$ cat config.mk
export PLATFORM = sky130hd
export DESIGN_NAME = strs_seq_flat
export DESIGN_NICKNAME = d
export VERILOG_FILES = /design/src/hw/rtl/strs_pkg.sv /design/src/hw/rtl/strs_channels.sv /design/src/hw/rtl/strs_seq.sv /design/src/flat_wrapper.sv
export SDC_FILE = /design/constraint.sdc
export NUM_CORES = 1
export LEC_CHECK = 0
export ABC_CLOCK_PERIOD_IN_PS = 20200
export BUFFER_PORTS_ARGS = -buffer_cell sky130_fd_sc_hd__buf_2
export CAP_MARGIN = 20
export CORE_MARGIN = 2
export CORE_UTILIZATION = 27
export CTS_CLUSTER_DIAMETER = 60
export CTS_CLUSTER_SIZE = 10
export DETAILED_ROUTE_END_ITERATION = 10
export GPL_ROUTABILITY_DRIVEN = 0
export PLACE_DENSITY = 0.42
export SYNTH_ARGS = -nofsm -noshare
export SYNTH_HDL_FRONTEND = slang
export SYNTH_SLANG_ARGS = --single-unit
$ cat constraint.sdc
create_clock -name clk -period 20.2 [get_ports clk]
set_input_delay 4.04 -clock clk [delete_from_list [all_inputs] [get_ports clk]]
set_output_delay 4.04 -clock clk [all_outputs]
set_load 0.02 [all_outputs]
$ cat src/hw/rtl/strs_pkg.sv
// Shared types and constants for the segment tree range sum unit.
// Holds the field widths, operation codes, sequencer states and memory request struct.
// No dependencies.
package strs_pkg;

  localparam int POS_W      = 11;
  localparam int VAL_W      = 32;
  localparam int SUM_W      = 48;
  // Widest node address the unit supports (LEAVES up to 65536 gives 2^17 nodes).
  localparam int ADDR_MAX_W = 17;

  localparam logic OP_UPDATE = 1'b0;
  localparam logic OP_QUERY  = 1'b1;

  typedef enum logic [2:0] {
    ST_CLEAR,
    ST_IDLE,
    ST_UWALK,
    ST_QA,
    ST_QB,
    ST_QEND
  } seq_state_t;

  typedef struct packed {
    logic                  wr_en;
    logic [ADDR_MAX_W-1:0] wr_addr;
    logic [SUM_W-1:0]      wr_data;
    logic                  rd_en;
    logic [ADDR_MAX_W-1:0] rd_addr;
  } mem_req_t;

  typedef struct packed {
    logic             valid;
    logic [SUM_W-1:0] sum;
  } result_t;

endpackage

$ cat src/hw/rtl/strs_channels.sv
// Valid/ready channel interfaces for the segment tree range sum unit.
// Depends on strs_pkg for the field widths.
interface strs_in_if;
  import strs_pkg::*;

  logic                    valid;
  logic                    ready;
  logic                    operation;
  logic [POS_W-1:0]        position;
  logic signed [VAL_W-1:0] leaf_value;
  logic [POS_W-1:0]        range_start;
  logic [POS_W-1:0]        range_end;

  modport source (output valid, operation, position, leaf_value, range_start, range_end,
                  input ready);
  modport sink   (input valid, operation, position, leaf_value, range_start, range_end,
                  output ready);
endinterface


$ cat src/hw/rtl/strs_seq.sv
// Sequencer for the segment tree: memory clear, leaf update walk and range query walk.
// Depends on strs_pkg and the strs_in_if channel interface.
module strs_seq #(
  parameter int LEAVES = 1024
) (
  input  logic                       clk,
  input  logic                       rst_n,
  strs_in_if.sink                    in_ch,
  input  logic [strs_pkg::SUM_W-1:0] rd_data,
  output strs_pkg::mem_req_t         mem_req,
  output strs_pkg::result_t          res,
  input  logic                       res_ready
);
  import strs_pkg::*;

  localparam int LOG   = $clog2(LEAVES);
  localparam int SPAN  = 1 << LOG;
  localparam int IDX_W = LOG + 1;
  localparam int CNT_W = IDX_W + 1;
  localparam int CMP_W = ((CNT_W > POS_W) ? CNT_W : POS_W) + 1;

  seq_state_t       state_r, state_nxt;
  logic [CNT_W-1:0] a_r, a_nxt;
  logic [CNT_W-1:0] b_r, b_nxt;
  logic [SUM_W-1:0] acc_r, acc_nxt;
  logic             add_r, add_nxt;
  logic [IDX_W-1:0] clr_r, clr_nxt;

  logic [CMP_W-1:0] start_w, end_w, lo_w, hi_w, pos_w;
  logic             range_empty, pos_ok;
  logic [CNT_W-1:0] a_init, b_init;
  logic [IDX_W-1:0] leaf_idx, parent_idx;
  logic [SUM_W-1:0] leaf_sext, acc_base, walk_sum;
  logic [CNT_W-1:0] b_dec;

  // Clip the query bounds to the leaf row and map them onto node indexes.
  always_comb begin
    start_w     = CMP_W'(in_ch.range_start);
    end_w       = CMP_W'(in_ch.range_end);
    pos_w       = CMP_W'(in_ch.position);
    lo_w        = (start_w == '0) ? CMP_W'(1) : start_w;
    hi_w        = (end_w > CMP_W'(LEAVES + 1)) ? CMP_W'(LEAVES + 1) : end_w;
    range_empty = (lo_w >= hi_w);
    a_init      = range_empty ? '0 : CNT_W'(lo_w - CMP_W'(1) + CMP_W'(SPAN));
    b_init      = range_empty ? '0 : CNT_W'(hi_w - CMP_W'(1) + CMP_W'(SPAN));
    pos_ok      = (pos_w != '0) && (pos_w <= CMP_W'(LEAVES));
    leaf_idx    = IDX_W'(pos_w - CMP_W'(1) + CMP_W'(SPAN));
    leaf_sext   = {{(SUM_W - VAL_W){in_ch.leaf_value[VAL_W-1]}}, in_ch.leaf_value};
    parent_idx  = IDX_W'(a_r >> 1);
    walk_sum    = acc_r + rd_data;
    acc_base    = acc_r + (add_r ? rd_data : '0);
    b_dec       = b_r - CNT_W'(1);
  end

  always_comb begin
    state_nxt = state_r;
    case (state_r)
      ST_CLEAR: begin
        if (clr_r == '1) state_nxt = ST_IDLE;
      end
      ST_IDLE: begin
        if (in_ch.valid) begin
          if (in_ch.operation == OP_QUERY) begin
            state_nxt = ST_QA;
          end else if (pos_ok) begin
            state_nxt = ST_UWALK;
          end
        end
      end
      ST_UWALK: begin
        if (parent_idx == IDX_W'(1)) state_nxt = ST_IDLE;
      end
      ST_QA: begin
        state_nxt = (a_r < b_r) ? ST_QB : ST_QEND;
      end
      ST_QB: begin
        state_nxt = ST_QA;
      end
      ST_QEND: begin
        if (res_ready) state_nxt = ST_IDLE;
      end
      default: state_nxt = ST_IDLE;
    endcase
  end

  always_comb begin
    a_nxt       = a_r;
    b_nxt       = b_r;
    acc_nxt     = acc_r;
    add_nxt     = 1'b0;
    clr_nxt     = clr_r;
    mem_req     = '0;
    res.valid   = 1'b0;
    res.sum     = acc_r;
    in_ch.ready = (state_r == ST_IDLE);
    case (state_r)
      ST_CLEAR: begin
        mem_req.wr_en   = 1'b1;
        mem_req.wr_addr = ADDR_MAX_W'(clr_r);
        clr_nxt         = clr_r + IDX_W'(1);
      end
      ST_IDLE: begin
        if (in_ch.valid) begin
          if (in_ch.operation == OP_QUERY) begin
            a_nxt   = a_init;
            b_nxt   = b_init;
            acc_nxt = '0;
          end else if (pos_ok) begin
            // Write the leaf and fetch its sibling in the same cycle.
            mem_req.wr_en   = 1'b1;
            mem_req.wr_addr = ADDR_MAX_W'(leaf_idx);
            mem_req.wr_data = leaf_sext;
            mem_req.rd_en   = 1'b1;
            mem_req.rd_addr = ADDR_MAX_W'(leaf_idx ^ IDX_W'(1));
            a_nxt           = CNT_W'(leaf_idx);
            acc_nxt         = leaf_sext;
          end
        end
      end
      ST_UWALK: begin
        // The running node value plus its sibling gives the parent; the parent's
        // sibling is fetched while the parent is written.
        mem_req.wr_en   = 1'b1;
        mem_req.wr_addr = ADDR_MAX_W'(parent_idx);
        mem_req.wr_data = walk_sum;
        mem_req.rd_en   = (parent_idx != IDX_W'(1));
        mem_req.rd_addr = ADDR_MAX_W'(parent_idx ^ IDX_W'(1));
        acc_nxt         = walk_sum;
        a_nxt           = CNT_W'(parent_idx);
      end
      ST_QA: begin
        acc_nxt = acc_base;
        if ((a_r < b_r) && a_r[0]) begin
          mem_req.rd_en   = 1'b1;
          mem_req.rd_addr = ADDR_MAX_W'(a_r[IDX_W-1:0]);
          add_nxt         = 1'b1;
          a_nxt           = a_r + CNT_W'(1);
        end
      end
      ST_QB: begin
        acc_nxt = acc_base;
        a_nxt   = a_r >> 1;
        if (b_r[0]) begin
          mem_req.rd_en   = 1'b1;
          mem_req.rd_addr = ADDR_MAX_W'(b_dec[IDX_W-1:0]);
          add_nxt         = 1'b1;
          b_nxt           = b_dec >> 1;
        end else begin
          b_nxt = b_r >> 1;
        end
      end
      ST_QEND: begin
        res.valid = 1'b1;
      end
      default: ;
    endcase
  end

  always_ff @(posedge clk) begin
    if (!rst_n) begin
      state_r <= ST_CLEAR;
      clr_r   <= '0;
      add_r   <= 1'b0;
    end else begin
      state_r <= state_nxt;
      clr_r   <= clr_nxt;
      add_r   <= add_nxt;
    end
  end

  always_ff @(posedge clk) begin
    a_r   <= a_nxt;
    b_r   <= b_nxt;
    acc_r <= acc_nxt;
  end

endmodule

$ cat src/flat_wrapper.sv
// flat-port wrapper written by rule: the top's interface ports become plain ports
module strs_seq_flat import strs_pkg::*;
#(
  parameter int LEAVES = 1024
)
  (clk, rst_n, rd_data, mem_req, res, res_ready, in_ch_valid, in_ch_operation, in_ch_position, in_ch_leaf_value, in_ch_range_start, in_ch_range_end, in_ch_ready);
  strs_in_if in_ch_i ();
  input  logic clk;
  input  logic rst_n;
  input  logic [strs_pkg::SUM_W-1:0] rd_data;
  output strs_pkg::mem_req_t mem_req;
  output strs_pkg::result_t res;
  input  logic res_ready;
  input wire logic [$bits(in_ch_i.valid)-1:0] in_ch_valid;
  input wire logic [$bits(in_ch_i.operation)-1:0] in_ch_operation;
  input wire logic [$bits(in_ch_i.position)-1:0] in_ch_position;
  input wire logic [$bits(in_ch_i.leaf_value)-1:0] in_ch_leaf_value;
  input wire logic [$bits(in_ch_i.range_start)-1:0] in_ch_range_start;
  input wire logic [$bits(in_ch_i.range_end)-1:0] in_ch_range_end;
  output wire logic [$bits(in_ch_i.ready)-1:0] in_ch_ready;
  assign in_ch_i.valid = in_ch_valid;
  assign in_ch_i.operation = in_ch_operation;
  assign in_ch_i.position = in_ch_position;
  assign in_ch_i.leaf_value = in_ch_leaf_value;
  assign in_ch_i.range_start = in_ch_range_start;
  assign in_ch_i.range_end = in_ch_range_end;
  assign in_ch_ready = in_ch_i.ready;
  strs_seq #(.LEAVES(LEAVES)) u_core (.clk(clk), .rst_n(rst_n), .in_ch(in_ch_i), .rd_data(rd_data), .mem_req(mem_req), .res(res), .res_ready(res_ready));
endmodule
# After elaboration in Yosys (flattened, before gate mapping)
# Index checks and enable logic that the tools add are counted.
# Widths: inputs -> output; s select.
# totals
reg_bits,87
elab_cells,90
# classes
add_sub_neg,11
magnitude_cmp,4
n_eq_ne,15
n_mux,38
bitwise_logic,2
n_reduce_logical,14
# op_table
operator,n
$mux 84,3
$mux 48,4
$pmux 48 s3,1
$add 48x48->48,2
$mux 12,8
$pmux 48 s2,1
$pmux 18 s4,1
$pmux 18 s3,1
$mux 18,2
$pmux 12 s3,1
$sub 12x1->12 const B,3
$mux 11,3
$add 12x11->12 const B,2
$pmux 12 s2,1
$mux 3,6
$pmux 3 s6,1
$ge 13x13->1,1
$add 12x1->12 const B,1
$lt 12x12->1,1
$add 11x1->11 const B,1
$add 11x11->11 const B,1
$eq 11x1->1 const B,1
$eq 11x11->1 const B,1
$gt 11x11->1 const B,1
22 further kinds,36

# Logic depth before layout (Yosys ltp)
# depth
word_depth,8
mapped_depth,17
mapped_depth_nobuf,16

# Least setup slack after synthesis
# No wires, ideal clock.
# synth_timing
path_kind,input-to-output
from,input rd_data[4] (netlist bit)
to,output mem_req[61] (netlist bit)
arrival_time_ns,6.567
setup_slack_ns,9.593
stages,11
n_path_buf,0
path_cell_list,ha_1 -> a211oi_4 -> o21ai_2 -> and3_4 -> o31ai_2 -> nand4_1 -> a221oi_4 -> o31ai_2 -> a211o_1 -> xnor2_2 -> o21ai_1
# synth_lines
element,line,source
from (decl),flat_wrapper.sv:10,input logic [strs_pkg::SUM_W-1:0] rd_data;
to (decl),flat_wrapper.sv:11,output strs_pkg::mem_req_t mem_req;

==> run metrics <==
crit share post-route 0.5627; fillers 4748; CP arrival 7.33 ns; Post-DP Area 13400 sq um; I/O Buffers 239; drt wl/cell 20.60 um; met2 wire len 21250 um; H-tree depth 3; Critical Path Max Stage Delay 0.93 ns; die area 45120 sq um; number of global-route vias before repair 11.96k; Post-synth EDFFs 72; GRT overflow 0; Worst Tran Pin Value 0.9536 ns; CORE AREA 42980 sq um; Worst slew margin 0.3642; largest area contributor in the netlist edfxtp_1; Site Rows 76; first-pass GRT wire length 71220 um; FF-to-FF setup slack 16.01 ns; Routed met1 length 22130 um; sequential power share 0.398; # DRC 0; CTS tree yes; number of setup buffers added after CTS 0; Critical Path RT 16.16 ns; Post-CTS Resized 0; Avg Cell Area, Syn 7.761 sq um; GRT Overall Usage 0.2084; Mapped Cells 1511; CTS Hold Bufs 0; clk sink count 87; Initial Util 0.2729; crit-path max FO 40; vias per std cell 5.292; crit path cell chain buf_2 -> inv_1 -> ha_1 -> nand3b_1 -> nor3_1 -> xnor2_1 -> and3_2 -> nand2_1 -> o21ai_1 -> buf_2; MaxCap Viol Count 0; Total Routed Length 47080 um; count of cell types in the netlist 89; worst min path class reg -> reg; CP max-delay cell and3_2; DP HPWL 37630 um; Multi-input gate area 8743 sq um; clock tree buffer depth 2; met3 wire length 2216 um; register bit count reported by yosys 87; Worst-Skew Late Latency 0.41 ns; LEAKAGE 6.363 nW; Overall Power 490.8 uW; Synth Cell Area 11730 sq um; Final nets 1933; I/O pins 252; Yosys Warn Count 0; crit path time final 11.37 ns; setup_tns 0 ns; PnR worst setup slack 8.833 ns; Max VDD drop 0.03288 mV; Sequential cell area 2462 sq um; clk_skew 0.01556 ns; Final Cell Area 13730 sq um; Cell Pwr Density 35.74 nW/um^2; total CTS buffers 9; Die Wd 212.4 um; path type of the worst setup path in -> out; clock share of power 0.385; detailed-route via count 12.09k; Synth async-reset ratio 0; Root Buffer clkbuf_16; WHS 0.5151 ns; main area contributors after synthesis edfxtp_1 (18%), ha_1 (13%), nand2_1 (7.0%); Area Growth Syn to Fin 17.10%; Hold Vio Cnt, Final 0; clk slew on worst S/H paths 0.08 ns; Yosys top cell area share 0.1844; Setup Viol. Count Final 0; sw frac 0.3386; pre-CTS WS 8.846 ns; status finished, final reports clean; router iterations before antenna repair 7; most frequent CP cell buf_2; Detail Route Antenna Nets 0; P_sw 166.2 uW; Synth Flop Type edfxtp_1; fraction of layout cells with a size suffix above 1 0.1791; initial antenna violation count 5; RSZ-0062 raised after global routing no; Max Clock Freq 87.97 MHz; Logic pwr share 0.216; Int Power 324.6 uW; Die Span Y 212.4 um; CP endpoint kind output pin; initial detailed-routing violation count 798; largest net degree at the start of global routing 49; Final Max Slew Viols 0; startpoint types primary input; sequential area share after synthesis 0.2100; Top Metal Used met5
[cell usage after synthesis (5+ instances only)]
cell / count
xnor2_1: 70
nor3b_1: 6
dfxtp_1: 15
o21ai_0: 61
a22oi_1: 13
a21boi_0: 9
a22o_1: 19
a31oi_1: 15
nand3_1: 33
buf_1: 7
a21oi_1: 118
a221oi_1: 13
o21a_1: 14
a211o_1: 5
o21bai_1: 14
inv_1: 54
or4_1: 6
o21ai_1: 22
o211ai_1: 29
a21o_1: 62
o221ai_1: 6
nand4_1: 26
or3_1: 10
nor2_1: 79
buf_4: 12
nor3_1: 33
nand2b_1: 13
ha_1: 121
edfxtp_1: 72
nand2_1: 219
xor2_1: 48
a211oi_1: 10
nor2b_1: 21
and2_1: 62
nor4_1: 10
and3_1: 14
clkbuf_1: 69
a221o_1: 12
[final cells by class]
| type | count | area share |
|---|---|---|
| multi-input cells | 1290 | 0.6367 |
| diodes | 3 | 0.0005466 |
| flip-flops and latches | 87 | 0.1793 |
| clock inverters | 7 | 0.005011 |
| well taps | 585 | 0.05330 |
| inverters | 54 | 0.01476 |
| repair buffers | 250 | 0.09402 |
| clock buffers | 9 | 0.01640 |
[registers in the layout, summed over array words and instances (netlist names)]
name and flops:
u_core.acc_r 48, u_core.a_r 12, u_core.b_r 12, u_core.clr_r 11, u_core.state_r 3, u_core.add_r 1
[stage by stage]
step	util	instances
after floorplan	-	1522
after global placement	0.3119	2264
after detailed placement	0.3119	2264
after CTS	0.3187	2280
after global routing	0.3195	2284
final	0.3195	2285
[cell families (layout without fill, tap and decap cells)]
group	Yosys count	in the layout	synth area share
simple gates	550	550	0.2281
compound gates	480	480	0.2832
buf+inv	145	320	0.05110
fa+ha+maj	123	123	0.1325
xor+xnor	119	119	0.08951
flops	87	87	0.2100
mux	6	6	0.005334
other cells	1	15	0.0003198
[layer usage]
metal,up-vias,track usage
met5,-,0
met2,339,0.3372
met4,4,0.08223
met1,5760,0.2789
met3,70,0.02984
li1,5919,-
[placed cells by master (no fill, tap or decap), types with 13 or more instances in the layout]
cell type / count
buf_2: 239
nand2_1: 219
ha_1: 121
a21oi_1: 118
nor2_1: 78
edfxtp_1: 72
xnor2_1: 70
a21o_1: 62
and2_1: 61
o21ai_0: 60
inv_1: 54
xor2_1: 48
nand3_1: 33
nor3_1: 31
o211ai_1: 29
nand4_1: 26
o21ai_1: 22
nor2b_1: 21
a22o_1: 19
a31oi_1: 15
dfxtp_1: 15
o21a_1: 14
o21bai_1: 14
nand2b_1: 13
a221oi_1: 13
a22oi_1: 13
and3_1: 13
[critical path: cells and delay by family]
family                   cells  cell delay [ns]
adder cells (fa/ha/maj)      1             0.25
AND/OR/NAND/NOR              4             1.87
buffers and inverters        3             0.48
AO/OA/AOI/OAI                1             0.24
XOR/XNOR                     1             0.43
[worst paths after layout]
kind	startpoint	end	cells past startpoint
min reg2reg	u_core.clr_r[8]$_SDFFE_PN0N_	u_core.clr_r[8]$_SDFFE_PN0N_	2
max	in_ch_position[0]	mem_req[61]	10
min	u_core.clr_r[8]$_SDFFE_PN0N_	u_core.clr_r[8]$_SDFFE_PN0N_	2
max reg2reg	u_core.add_r$_SDFF_PN0_	u_core.acc_r[46]$_DFFE_PP_	15
[power groups by stage]
| stage | logic (mW) | clock network, mW | registers, mW |
|---|---|---|---|
| 3_3_place_gp | 0.106 | 0 | 0.200 |
| 5_1_grt | 0.118 | 0.199 | 0.196 |
| 2_1_floorplan | 0.0687 | 0 | 0.199 |
| 4_1_cts | 0.106 | 0.194 | 0.196 |
| 3_5_place_dp | 0.106 | 0 | 0.200 |
| 6_report | 0.106 | 0.189 | 0.196 |
Note: power is estimated with default switching activity, not from simulation.
